**config.mk**
```make
export PLATFORM = sky130hd
export DESIGN_NAME = scan_sector_proximity_feedback_flat
export DESIGN_NICKNAME = d
export VERILOG_FILES = /design/src/sv/sspf_pkg.sv /design/src/sv/sspf_sample_if.sv /design/src/sv/sspf_feedback_if.sv /design/src/sv/sspf_ctrl.sv /design/src/sv/sspf_dp.sv /design/src/sv/scan_sector_proximity_feedback.sv /design/src/flat_wrapper.sv
export SDC_FILE = /design/constraint.sdc
export NUM_CORES = 1
export LEC_CHECK = 0
export BUFFER_PORTS_ARGS = -buffer_cell sky130_fd_sc_hd__buf_2
export CORE_MARGIN = 5
export CORE_UTILIZATION = 30
export DETAILED_ROUTE_END_ITERATION = 16
export SETUP_SLACK_MARGIN = 0.5
export SYNTH_ARGS = -nofsm -noshare
export SYNTH_HDL_FRONTEND = slang
export SYNTH_SLANG_ARGS = --single-unit
export TNS_END_PERCENT = 30
```
**constraint.sdc**
```tcl
create_clock -name clk -period 15.5 [get_ports clk]
set_input_delay 0.775 -clock clk [delete_from_list [all_inputs] [get_ports clk]]
set_output_delay 0.775 -clock clk [all_outputs]
set_load 0.01 [all_outputs]
```
**src/sv/sspf_pkg.sv**
```systemverilog
`timescale 1ns / 1ps
`default_nettype none
package sspf_pkg;

	localparam int RANGE_W    = 16;
	localparam int ANGLE_W    = 9;
	localparam int LIMIT_W    = 16;
	localparam int HALF_W     = 8;
	localparam int FORCE_W    = 10;
	localparam int CFG_IDX_W  = 3;
	localparam int CFG_DATA_W = 16;
	localparam int PROD_W     = LIMIT_W + FORCE_W;
	localparam int DIV_STEPS  = FORCE_W;
	localparam int STEP_W     = $clog2(DIV_STEPS);

	localparam logic [LIMIT_W-1:0] NEAR_LIMIT_RST  = 16'd500;
	localparam logic [LIMIT_W-1:0] SIDE_LIMIT_RST  = 16'd350;
	localparam logic [LIMIT_W-1:0] MIN_RANGE_RST   = 16'd0;
	localparam logic [HALF_W-1:0]  NARROW_HALF_RST = 8'd10;
	localparam logic [HALF_W-1:0]  WIDE_HALF_RST   = 8'd35;
	localparam logic [FORCE_W-1:0] FORCE_MAX_RST   = 10'd1023;

	localparam logic SIDE_FRONT = 1'b0;
	localparam logic SIDE_BACK  = 1'b1;

	typedef enum logic [CFG_IDX_W-1:0] {
		CFG_NEAR_LIMIT  = 3'd0,
		CFG_SIDE_LIMIT  = 3'd1,
		CFG_MIN_RANGE   = 3'd2,
		CFG_NARROW_HALF = 3'd3,
		CFG_WIDE_HALF   = 3'd4,
		CFG_FORCE_MAX   = 3'd5
	} cfg_reg_t;

	typedef enum logic [2:0] {
		ST_IDLE,
		ST_SETUP,
		ST_MUL,
		ST_DIV,
		ST_STORE,
		ST_LOAD
	} state_t;

	typedef struct packed {
		logic fold;
		logic setup;
		logic mul;
		logic div_step;
		logic store;
		logic load_out;
		logic side;
	} dp_cmd_t;

	typedef struct packed {
		logic out_free;
	} dp_status_t;

endpackage
`default_nettype wire

```
**src/sv/sspf_sample_if.sv**
```systemverilog
`timescale 1ns / 1ps
`default_nettype none
interface sspf_sample_if
	import sspf_pkg::*;
();
	logic               valid;
	logic               ready;
	logic [RANGE_W-1:0] range_mm;
	logic [ANGLE_W-1:0] angle_index;
	logic               last_of_scan;

	modport source (output valid, output range_mm, output angle_index, output last_of_scan,
		input ready);
	modport sink (input valid, input range_mm, input angle_index, input last_of_scan,
		output ready);
endinterface
`default_nettype wire

```
**src/sv/sspf_feedback_if.sv**
```systemverilog
`timescale 1ns / 1ps
`default_nettype none
interface sspf_feedback_if
	import sspf_pkg::*;
();
	logic               valid;
	logic               ready;
	logic               forward_rumble;
	logic [FORCE_W-1:0] forward_intensity;
	logic               backward_rumble;
	logic [FORCE_W-1:0] backward_intensity;

	modport source (output valid, output forward_rumble, output forward_intensity,
		output backward_rumble, output backward_intensity, input ready);
	modport sink (input valid, input forward_rumble, input forward_intensity,
		input backward_rumble, input backward_intensity, output ready);
endinterface
`default_nettype wire

```
**src/sv/sspf_ctrl.sv**
```systemverilog
`timescale 1ns / 1ps
`default_nettype none
module sspf_ctrl
	import sspf_pkg::*;
(
	input  wire        clk,
	input  wire        arst_n,
	input  wire        sample_valid,
	input  wire        sample_last,
	input  dp_status_t status,
	output logic       sample_ready,
	output dp_cmd_t    cmd
);

	localparam logic [STEP_W-1:0] LAST_STEP = STEP_W'(DIV_STEPS - 1);

	state_t              state_q;
	state_t              state_d;
	logic                side_q;
	logic [STEP_W-1:0]   cnt_q;

	always_comb begin
		state_d = state_q;
		case (state_q)
			ST_IDLE: begin
				if (sample_valid && sample_last) begin
					state_d = ST_SETUP;
				end
			end
			ST_SETUP: state_d = ST_MUL;
			ST_MUL:   state_d = ST_DIV;
			ST_DIV: begin
				if (cnt_q == LAST_STEP) begin
					state_d = ST_STORE;
				end
			end
			ST_STORE: state_d = (side_q == SIDE_BACK) ? ST_LOAD : ST_SETUP;
			ST_LOAD: begin
				if (status.out_free) begin
					state_d = ST_IDLE;
				end
			end
			default: state_d = ST_IDLE;
		endcase
	end

	always_ff @(posedge clk or negedge arst_n) begin
		if (!arst_n) begin
			state_q <= ST_IDLE;
			side_q  <= SIDE_FRONT;
			cnt_q   <= '0;
		end else begin
			state_q <= state_d;
			if (state_q == ST_DIV) begin
				cnt_q <= cnt_q + 1'b1;
			end else begin
				cnt_q <= '0;
			end
			if (state_q == ST_IDLE) begin
				side_q <= SIDE_FRONT;
			end else if (state_q == ST_STORE) begin
				side_q <= SIDE_BACK;
			end
		end
	end

	always_comb begin
		sample_ready = (state_q == ST_IDLE);
		cmd.fold     = sample_ready && sample_valid;
		cmd.setup    = (state_q == ST_SETUP);
		cmd.mul      = (state_q == ST_MUL);
		cmd.div_step = (state_q == ST_DIV);
		cmd.store    = (state_q == ST_STORE);
		cmd.load_out = (state_q == ST_LOAD) && status.out_free;
		cmd.side     = side_q;
	end

	// An end-of-scan sample always starts the decision with the front side.
	a_last_starts_front: assert property (@(posedge clk) disable iff (!arst_n)
		(state_q == ST_IDLE && sample_valid && sample_last)
		|=> (state_q == ST_SETUP && side_q == SIDE_FRONT))
		else $error("end of scan did not start the front decision");

	a_div_length: assert property (@(posedge clk) disable iff (!arst_n)
		(state_q == ST_DIV && cnt_q == LAST_STEP) |=> (state_q == ST_STORE))
		else $error("divider ran a wrong number of steps");

	a_front_then_back: assert property (@(posedge clk) disable iff (!arst_n)
		(state_q == ST_STORE && side_q == SIDE_FRONT)
		|=> (state_q == ST_SETUP && side_q == SIDE_BACK))
		else $error("back side decision did not follow the front side");

	a_load_returns_idle: assert property (@(posedge clk) disable iff (!arst_n)
		cmd.load_out |=> (state_q == ST_IDLE && !cmd.setup))
		else $error("controller did not return to idle after the result load");

endmodule
`default_nettype wire

```
**src/sv/sspf_dp.sv**
```systemverilog
`timescale 1ns / 1ps
`default_nettype none
module sspf_dp
	import sspf_pkg::*;
#(
	parameter int SCAN_POINTS = 360,
	parameter int RANGE_BITS  = 16
) (
	input  wire                   clk,
	input  wire                   arst_n,
	input  dp_cmd_t               cmd,
	output dp_status_t            status,
	input  wire                   cfg_we,
	input  wire [CFG_IDX_W-1:0]   cfg_index,
	input  wire [CFG_DATA_W-1:0]  cfg_data,
	input  wire [RANGE_W-1:0]     sample_range,
	input  wire [ANGLE_W-1:0]     sample_angle,
	output logic                  out_valid,
	input  wire                   out_ready,
	output logic                  out_fwd_rumble,
	output logic [FORCE_W-1:0]    out_fwd_intensity,
	output logic                  out_bwd_rumble,
	output logic [FORCE_W-1:0]    out_bwd_intensity
);

	localparam int CW = (RANGE_BITS > LIMIT_W) ? RANGE_BITS : LIMIT_W;
	localparam int SPW = $clog2(SCAN_POINTS + 1);
	localparam int AW = (SPW > ANGLE_W) ? SPW : ANGLE_W;
	localparam logic [AW-1:0] NPTS   = AW'(SCAN_POINTS);
	localparam logic [AW-1:0] CENTRE = AW'(SCAN_POINTS / 2);

	// Configuration registers.
	logic [LIMIT_W-1:0] near_q;
	logic [LIMIT_W-1:0] side_lim_q;
	logic [LIMIT_W-1:0] min_range_q;
	logic [HALF_W-1:0]  narrow_q;
	logic [HALF_W-1:0]  wide_q;
	logic [FORCE_W-1:0] force_q;

	logic [RANGE_BITS-1:0] fn_min_q;
	logic [RANGE_BITS-1:0] fw_min_q;
	logic [RANGE_BITS-1:0] bn_min_q;
	logic [RANGE_BITS-1:0] bw_min_q;

	logic               rumble_q;
	logic               sat_q;
	logic [LIMIT_W-1:0] diff_q;
	logic [LIMIT_W-1:0] span_q;
	logic [LIMIT_W-1:0] rem_q;
	logic [FORCE_W-1:0] quo_q;

	logic               fwd_rumble_q;
	logic [FORCE_W-1:0] fwd_int_q;
	logic               bwd_rumble_q;
	logic [FORCE_W-1:0] bwd_int_q;
	logic               out_valid_q;

	// Sector membership of the incoming sample.
	logic [AW-1:0]         idx;
	logic [AW-1:0]         df;
	logic [AW-1:0]         wrap;
	logic [AW-1:0]         db;
	logic                  in_scan;
	logic                  in_fn;
	logic                  in_fw;
	logic                  in_bn;
	logic                  in_bw;
	logic [RANGE_BITS-1:0] rng;

	always_comb begin
		idx     = AW'(sample_angle);
		in_scan = idx < NPTS;
		df      = (idx >= CENTRE) ? (idx - CENTRE) : (CENTRE - idx);
		wrap    = NPTS - idx;
		db      = (idx < wrap) ? idx : wrap;
		in_fn   = in_scan && (df <= AW'(narrow_q));
		in_fw   = in_scan && (df <= AW'(wide_q));
		in_bn   = in_scan && (db <= AW'(narrow_q));
		in_bw   = in_scan && (db <= AW'(wide_q));
		rng     = RANGE_BITS'(CW'(sample_range));
	end

	// Per-side decision inputs.
	logic [RANGE_BITS-1:0] nmin;
	logic [RANGE_BITS-1:0] wmin;
	logic                  near_hit;
	logic                  wide_hit;
	logic [LIMIT_W-1:0]    limit;
	logic [LIMIT_W-1:0]    min_lo;
	logic [LIMIT_W-1:0]    diff;
	logic [LIMIT_W-1:0]    span;
	logic                  sat;

	always_comb begin
		nmin     = (cmd.side == SIDE_BACK) ? bn_min_q : fn_min_q;
		wmin     = (cmd.side == SIDE_BACK) ? bw_min_q : fw_min_q;
		near_hit = CW'(nmin) < CW'(near_q);
		wide_hit = CW'(wmin) < CW'(side_lim_q);
		limit    = near_hit ? near_q : side_lim_q;
		// A hit minimum lies below a 16-bit limit, so its low bits hold it whole.
		min_lo   = near_hit ? LIMIT_W'(CW'(nmin)) : LIMIT_W'(CW'(wmin));
		diff     = limit - min_lo;
		span     = limit - min_range_q;
		// When the difference reaches the span the quotient is at least force_max.
		sat      = (limit <= min_range_q) || (diff >= span);
	end

	// Product and restoring division step.
	logic [PROD_W-1:0]  prod;
	logic [LIMIT_W:0]   trial;
	logic               qbit;
	logic [FORCE_W-1:0] intensity;

	always_comb begin
		prod      = PROD_W'(diff_q) * PROD_W'(force_q);
		trial     = {rem_q, quo_q[FORCE_W-1]} - {1'b0, span_q};
		qbit      = !trial[LIMIT_W];
		intensity = !rumble_q ? '0 : (sat_q ? force_q : quo_q);
	end

	always_ff @(posedge clk or negedge arst_n) begin
		if (!arst_n) begin
			near_q      <= NEAR_LIMIT_RST;
			side_lim_q  <= SIDE_LIMIT_RST;
			min_range_q <= MIN_RANGE_RST;
			narrow_q    <= NARROW_HALF_RST;
			wide_q      <= WIDE_HALF_RST;
			force_q     <= FORCE_MAX_RST;
		end else if (cfg_we) begin
			case (cfg_index)
				CFG_NEAR_LIMIT:  near_q      <= cfg_data[LIMIT_W-1:0];
				CFG_SIDE_LIMIT:  side_lim_q  <= cfg_data[LIMIT_W-1:0];
				CFG_MIN_RANGE:   min_range_q <= cfg_data[LIMIT_W-1:0];
				CFG_NARROW_HALF: narrow_q    <= cfg_data[HALF_W-1:0];
				CFG_WIDE_HALF:   wide_q      <= cfg_data[HALF_W-1:0];
				CFG_FORCE_MAX:   force_q     <= cfg_data[FORCE_W-1:0];
				default: ;
			endcase
		end
	end

	always_ff @(posedge clk or negedge arst_n) begin
		if (!arst_n) begin
			fn_min_q <= '1;
			fw_min_q <= '1;
			bn_min_q <= '1;
			bw_min_q <= '1;
		end else if (cmd.load_out) begin
			fn_min_q <= '1;
			fw_min_q <= '1;
			bn_min_q <= '1;
			bw_min_q <= '1;
		end else if (cmd.fold) begin
			if (in_fn && rng < fn_min_q) begin
				fn_min_q <= rng;
			end
			if (in_fw && rng < fw_min_q) begin
				fw_min_q <= rng;
			end
			if (in_bn && rng < bn_min_q) begin
				bn_min_q <= rng;
			end
			if (in_bw && rng < bw_min_q) begin
				bw_min_q <= rng;
			end
		end
	end

	always_ff @(posedge clk) begin
		if (cmd.setup) begin
			rumble_q <= near_hit || wide_hit;
			sat_q    <= sat;
			diff_q   <= diff;
			span_q   <= span;
		end
		if (cmd.mul) begin
			// Unsaturated quotients stay below 1024, so the top bits start below the span.
			rem_q <= prod[PROD_W-1:FORCE_W];
			quo_q <= prod[FORCE_W-1:0];
		end else if (cmd.div_step) begin
			rem_q <= qbit ? trial[LIMIT_W-1:0] : {rem_q[LIMIT_W-2:0], quo_q[FORCE_W-1]};
			quo_q <= {quo_q[FORCE_W-2:0], qbit};
		end
		if (cmd.store) begin
			if (cmd.side == SIDE_BACK) begin
				bwd_rumble_q <= rumble_q;
				bwd_int_q    <= intensity;
			end else begin
				fwd_rumble_q <= rumble_q;
				fwd_int_q    <= intensity;
			end
		end
		if (cmd.load_out) begin
			out_fwd_rumble    <= fwd_rumble_q;
			out_fwd_intensity <= fwd_int_q;
			out_bwd_rumble    <= bwd_rumble_q;
			out_bwd_intensity <= bwd_int_q;
		end
	end

	always_ff @(posedge clk or negedge arst_n) begin
		if (!arst_n) begin
			out_valid_q <= 1'b0;
		end else if (cmd.load_out) begin
			out_valid_q <= 1'b1;
		end else if (out_ready) begin
			out_valid_q <= 1'b0;
		end
	end

	assign out_valid       = out_valid_q;
	assign status.out_free = !out_valid_q || out_ready;

endmodule
`default_nettype wire

```
**src/sv/scan_sector_proximity_feedback.sv**
```systemverilog
`timescale 1ns / 1ps
`default_nettype none
// Lidar proximity feedback: samples enter on the samples channel and are folded into four
// running sector minimums (narrow and wide, around the front at half the scan and around the
// back through index 0). A sample without the end-of-scan mark leaves the input ready. The
// sample that ends a scan yields one feedback transaction and holds the input off until the
// result is loaded into the output register, which waits while an earlier transaction still
// sits on the feedback channel; each side takes a decision step, a multiply step, one step of the
// shared restoring divider per quotient bit and a store step, then the output register loads.
// Configuration writes go through cfg_we, cfg_index and cfg_data and are meant for idle
// periods only.
module scan_sector_proximity_feedback
	import sspf_pkg::*;
#(
	parameter int SCAN_POINTS = 360,
	parameter int RANGE_BITS  = 16
) (
	input  wire                  clk,
	input  wire                  arst_n,
	input  wire                  cfg_we,
	input  wire [CFG_IDX_W-1:0]  cfg_index,
	input  wire [CFG_DATA_W-1:0] cfg_data,
	sspf_sample_if.sink          samples,
	sspf_feedback_if.source      feedback
);

	dp_cmd_t    cmd;
	dp_status_t status;
	logic       sample_ready;

	sspf_ctrl u_ctrl (
		.clk          (clk),
		.arst_n       (arst_n),
		.sample_valid (samples.valid),
		.sample_last  (samples.last_of_scan),
		.status       (status),
		.sample_ready (sample_ready),
		.cmd          (cmd)
	);

	sspf_dp #(
		.SCAN_POINTS (SCAN_POINTS),
		.RANGE_BITS  (RANGE_BITS)
	) u_dp (
		.clk               (clk),
		.arst_n            (arst_n),
		.cmd               (cmd),
		.status            (status),
		.cfg_we            (cfg_we),
		.cfg_index         (cfg_index),
		.cfg_data          (cfg_data),
		.sample_range      (samples.range_mm),
		.sample_angle      (samples.angle_index),
		.out_valid         (feedback.valid),
		.out_ready         (feedback.ready),
		.out_fwd_rumble    (feedback.forward_rumble),
		.out_fwd_intensity (feedback.forward_intensity),
		.out_bwd_rumble    (feedback.backward_rumble),
		.out_bwd_intensity (feedback.backward_intensity)
	);

	assign samples.ready = sample_ready;

endmodule
`default_nettype wire

```
**src/flat_wrapper.sv**
```systemverilog
// flat-port wrapper written by rule: the top's interface ports become plain ports
module scan_sector_proximity_feedback_flat import sspf_pkg::*;
#(
	parameter int SCAN_POINTS = 360,
	parameter int RANGE_BITS  = 16
)
  (clk, arst_n, cfg_we, cfg_index, cfg_data, samples_valid, samples_range_mm, samples_angle_index, samples_last_of_scan, samples_ready, feedback_valid, feedback_forward_rumble, feedback_forward_intensity, feedback_backward_rumble, feedback_backward_intensity, feedback_ready);
  sspf_sample_if samples_i ();
  sspf_feedback_if feedback_i ();
  input  wire clk;
  input  wire arst_n;
  input  wire cfg_we;
  input  wire [CFG_IDX_W-1:0] cfg_index;
  input  wire [CFG_DATA_W-1:0] cfg_data;
  input wire logic [$bits(samples_i.valid)-1:0] samples_valid;
  input wire logic [$bits(samples_i.range_mm)-1:0] samples_range_mm;
  input wire logic [$bits(samples_i.angle_index)-1:0] samples_angle_index;
  input wire logic [$bits(samples_i.last_of_scan)-1:0] samples_last_of_scan;
  output wire logic [$bits(samples_i.ready)-1:0] samples_ready;
  output wire logic [$bits(feedback_i.valid)-1:0] feedback_valid;
  output wire logic [$bits(feedback_i.forward_rumble)-1:0] feedback_forward_rumble;
  output wire logic [$bits(feedback_i.forward_intensity)-1:0] feedback_forward_intensity;
  output wire logic [$bits(feedback_i.backward_rumble)-1:0] feedback_backward_rumble;
  output wire logic [$bits(feedback_i.backward_intensity)-1:0] feedback_backward_intensity;
  input wire logic [$bits(feedback_i.ready)-1:0] feedback_ready;
  assign samples_i.valid = samples_valid;
  assign samples_i.range_mm = samples_range_mm;
  assign samples_i.angle_index = samples_angle_index;
  assign samples_i.last_of_scan = samples_last_of_scan;
  assign samples_ready = samples_i.ready;
  assign feedback_valid = feedback_i.valid;
  assign feedback_forward_rumble = feedback_i.forward_rumble;
  assign feedback_forward_intensity = feedback_i.forward_intensity;
  assign feedback_backward_rumble = feedback_i.backward_rumble;
  assign feedback_backward_intensity = feedback_i.backward_intensity;
  assign feedback_i.ready = feedback_ready;
  scan_sector_proximity_feedback #(.SCAN_POINTS(SCAN_POINTS), .RANGE_BITS(RANGE_BITS)) u_core (.clk(clk), .arst_n(arst_n), .cfg_we(cfg_we), .cfg_index(cfg_index), .cfg_data(cfg_data), .samples(samples_i), .feedback(feedback_i));
endmodule
```
==> metrics.txt <==
R2R depth 25; die area 77500 um^2; remaining global-route overflow 0; status completed; register area share after synthesis 32.0%; max_cap viols 0; Net count, final 2739; Mapped Area 21600 um^2; initial antenna violation count 1; Layout area overhead 10.4%; R2R Setup Slk 8420 ps; reg2reg start u_core.u_ctrl.side_q$_DFFE_PN0P_; post-synth top area cell ha_1; Synth top area share 14.5%; relative slew slack 23.7%; HPWL Detailed 42700 um; endpoint class of the critical path register; simple logic cell fraction of the synthesized area 13.9%; XOR/XNOR share of the synthesized area 3.36%; Post-CTS Hold Buffers 0; Fmax 141 MHz; Clock Latency Late Sink 570 ps; TritonCTS buffer count 28; first-pass GRT wire length 88900 um; largest family of logic cells by synthesized area adder cells; Max Clock Skew 13.0 ps; #FFs+latches synth 251; PostCTS Resize Cnt 0; IO Count 74; top layer in use met4; RSZ-0062 raised after global routing no; Compound-Gate Fraction of Synth Area 13.1%; Syn Nets 2713; # Post-CTS Setup Buffers 0; Synth cell types 77; pin count of the biggest net entering global routing 97; Final Hold Fails 0; share of cells above drive strength 1 11.8%; worst path required time 15800 ps; height of the chip 278 um; EDFF count, synth 104; Final Setup Violations 0; Post-Syn Instances 2300; die extent in x 278 um; fraction of the mapped netlist area in adder cells 25.1%; critical path class reg -> reg; fin crit period 7080 ps; root buf cell clkbuf_16; Ant. Diodes 0; Vias/cell 4.82; setup_tns 0 ps; worst-margin pin slew 1140 ps; startpoint types register; ys async rst share 58.6%; Max Slew Vio Count 0; GP Congestion 0.914; met3 wire length 2550 um; ys flop type edfxtp_1; ANT nets after route 0; leading cell type in the layout, fill and taps excluded inv_1; M1 WL 25000 um; wire length on met2 25100 um; Avg Cell Area, Syn 9.40 um^2; Post-Route WL 54600 um; vias in the first global route 16100; Core Area 71500 um^2; # rows 98; Fillers 7347; Routed WL per cell 16.6 um; Worst-path clk slew 60 ps; drt initial violations 958; Critical Path Fanout Max 65; All-Layer GR Usage 14.0%; Syn. warnings 0; Max clock buf depth 3; Final period util 45.7%; worst r2r dst u_core.u_dp.sat_q$_DFFE_PP_; # DRC 0; H-tree levels 1; Data arrival, critical path 7380 ps; Min-Delay Path Class in -> async; vias post-DR 15900; drt pass-1 iters 5; highest-count cells in the layout ignoring fill and taps inv_1 (303), nand2_1 (299), ha_1 (250), o21ai_0 (149), fa_1 (113); CTS sink count 251; initial core utilization 30.2%; CTS tree yes; # port buffers 73; Area contributors post-synth ha_1 (14%), edfxtp_1 (14%), dfstp_2 (11%); mux contribution to synthesized area 5.56%
-- worst max path at each step --
stage / start / endpoint / slack, ps / cells after the start
4_1_cts: u_core.u_ctrl.side_q$_DFFE_PN0P_ / u_core.u_dp.sat_q$_DFFE_PP_ / 8400 / 26
3_5_place_dp: u_core.u_ctrl.side_q$_DFFE_PN0P_ / u_core.u_dp.sat_q$_DFFE_PP_ / 8400 / 26
3_3_place_gp: u_core.u_ctrl.side_q$_DFFE_PN0P_ / u_core.u_dp.sat_q$_DFFE_PP_ / 8500 / 26
6_report: u_core.u_ctrl.side_q$_DFFE_PN0P_ / u_core.u_dp.sat_q$_DFFE_PP_ / 8420 / 25
2_1_floorplan: u_core.u_ctrl.side_q$_DFFE_PN0P_ / u_core.u_dp.sat_q$_DFFE_PP_ / 9030 / 27
5_1_grt: u_core.u_ctrl.side_q$_DFFE_PN0P_ / u_core.u_dp.sat_q$_DFFE_PP_ / 7610 / 25
-- cells by family after synthesis --
group,Yosys count
adder cells (fa/ha/maj),367
XOR/XNOR,82
multiplexers,115
AO/OA/AOI/OAI,449
AND/OR/NAND/NOR,642
buffers and inverters,394
flip-flops,251
-- through the flow --
step / area [um^2] / hold WS, ps / worst slack, ps / util [%] / cells
floorplan: 21600 / 400 / 9030 / - / 2300
global placement: 23000 / 402 / 8500 / 32.1 / 3246
detailed placement: 23000 / 405 / 8400 / 32.1 / 3246
CTS: 23900 / 329 / 8400 / 33.4 / 3298
global route: 23900 / 346 / 7610 / 33.4 / 3298
finish: 23900 / 286 / 8420 / 33.4 / 3298
-- layout make-up --
cell class	instances	area (um^2)	share of cell area [%]
Clock buffer	40	797	3.34
Timing Repair Buffer	86	469	1.97
Tap cell	950	1190	4.98
Inverter	304	1140	4.78
Clock inverter	12	96.3	0.404
Sequential cell	251	6920	29.0
Multi-Input combinational cell	1655	13300	55.6
-- cells in the mapped netlist (all sizes together) (44+ instances only) --
cell type / n
nor2: 110
inv: 304
nand2: 299
clkbuf: 75
edfxtp: 104
and2: 73
ha: 250
dfrtp: 56
a21oi: 83
mux2i: 84
dfstp: 91
o21a: 44
xnor2: 62
a21o: 57
o21ai: 153
fa: 113
-- per-layer routing --
layer | vias to the layer above | GRT usage [%]
met1 | 7636 | 19.1
li1 | 7847 | -
met5 | - | 0
met2 | 309 | 23.1
met3 | 91 | 2.13
met4 | 0 | 4.45
-- flip-flops by register name, summed over array words and instances (netlist names), 10 cells and up --
| name | cells |
|---|---|
| u_core.u_dp.near_q | 16 |
| u_core.u_dp.out_fwd_intensity | 10 |
| u_core.u_dp.quo_q | 10 |
| u_core.u_dp.min_range_q | 16 |
| u_core.u_dp.bn_min_q | 16 |
| u_core.u_dp.bwd_int_q | 10 |
| u_core.u_dp.side_lim_q | 16 |
| u_core.u_dp.fn_min_q | 16 |
| u_core.u_dp.fw_min_q | 16 |
| u_core.u_dp.rem_q | 16 |
| u_core.u_dp.out_bwd_intensity | 10 |
| u_core.u_dp.bw_min_q | 16 |
| u_core.u_dp.diff_q | 16 |
| u_core.u_dp.span_q | 16 |
| u_core.u_dp.fwd_int_q | 10 |
| u_core.u_dp.force_q | 10 |
-- worst max-delay path, cell delays in order (launching register included) --
cell	delay, ps
dfrtp_2	990
o21ai_0	320
ha_1	380
a21oi_1	60
o21ai_0	390
nor2_1	150
o21a_1	220
nor2_4	480
buf_4	390
mux4_2	260
ha_1	140
inv_1	60
fa_1	390
a21o_1	220
maj3_1	370
o211ai_1	260
a21oi_1	150
o211ai_1	230
nand2b_1	80
a211oi_1	220
nor2_1	80
ha_1	190
a2111oi_0	300
a21oi_1	130
o31ai_1	200
nand4b_1	110
Power is not shown: default switching activity piles up to over one toggle a cycle in this logic, so the estimate is an artifact.
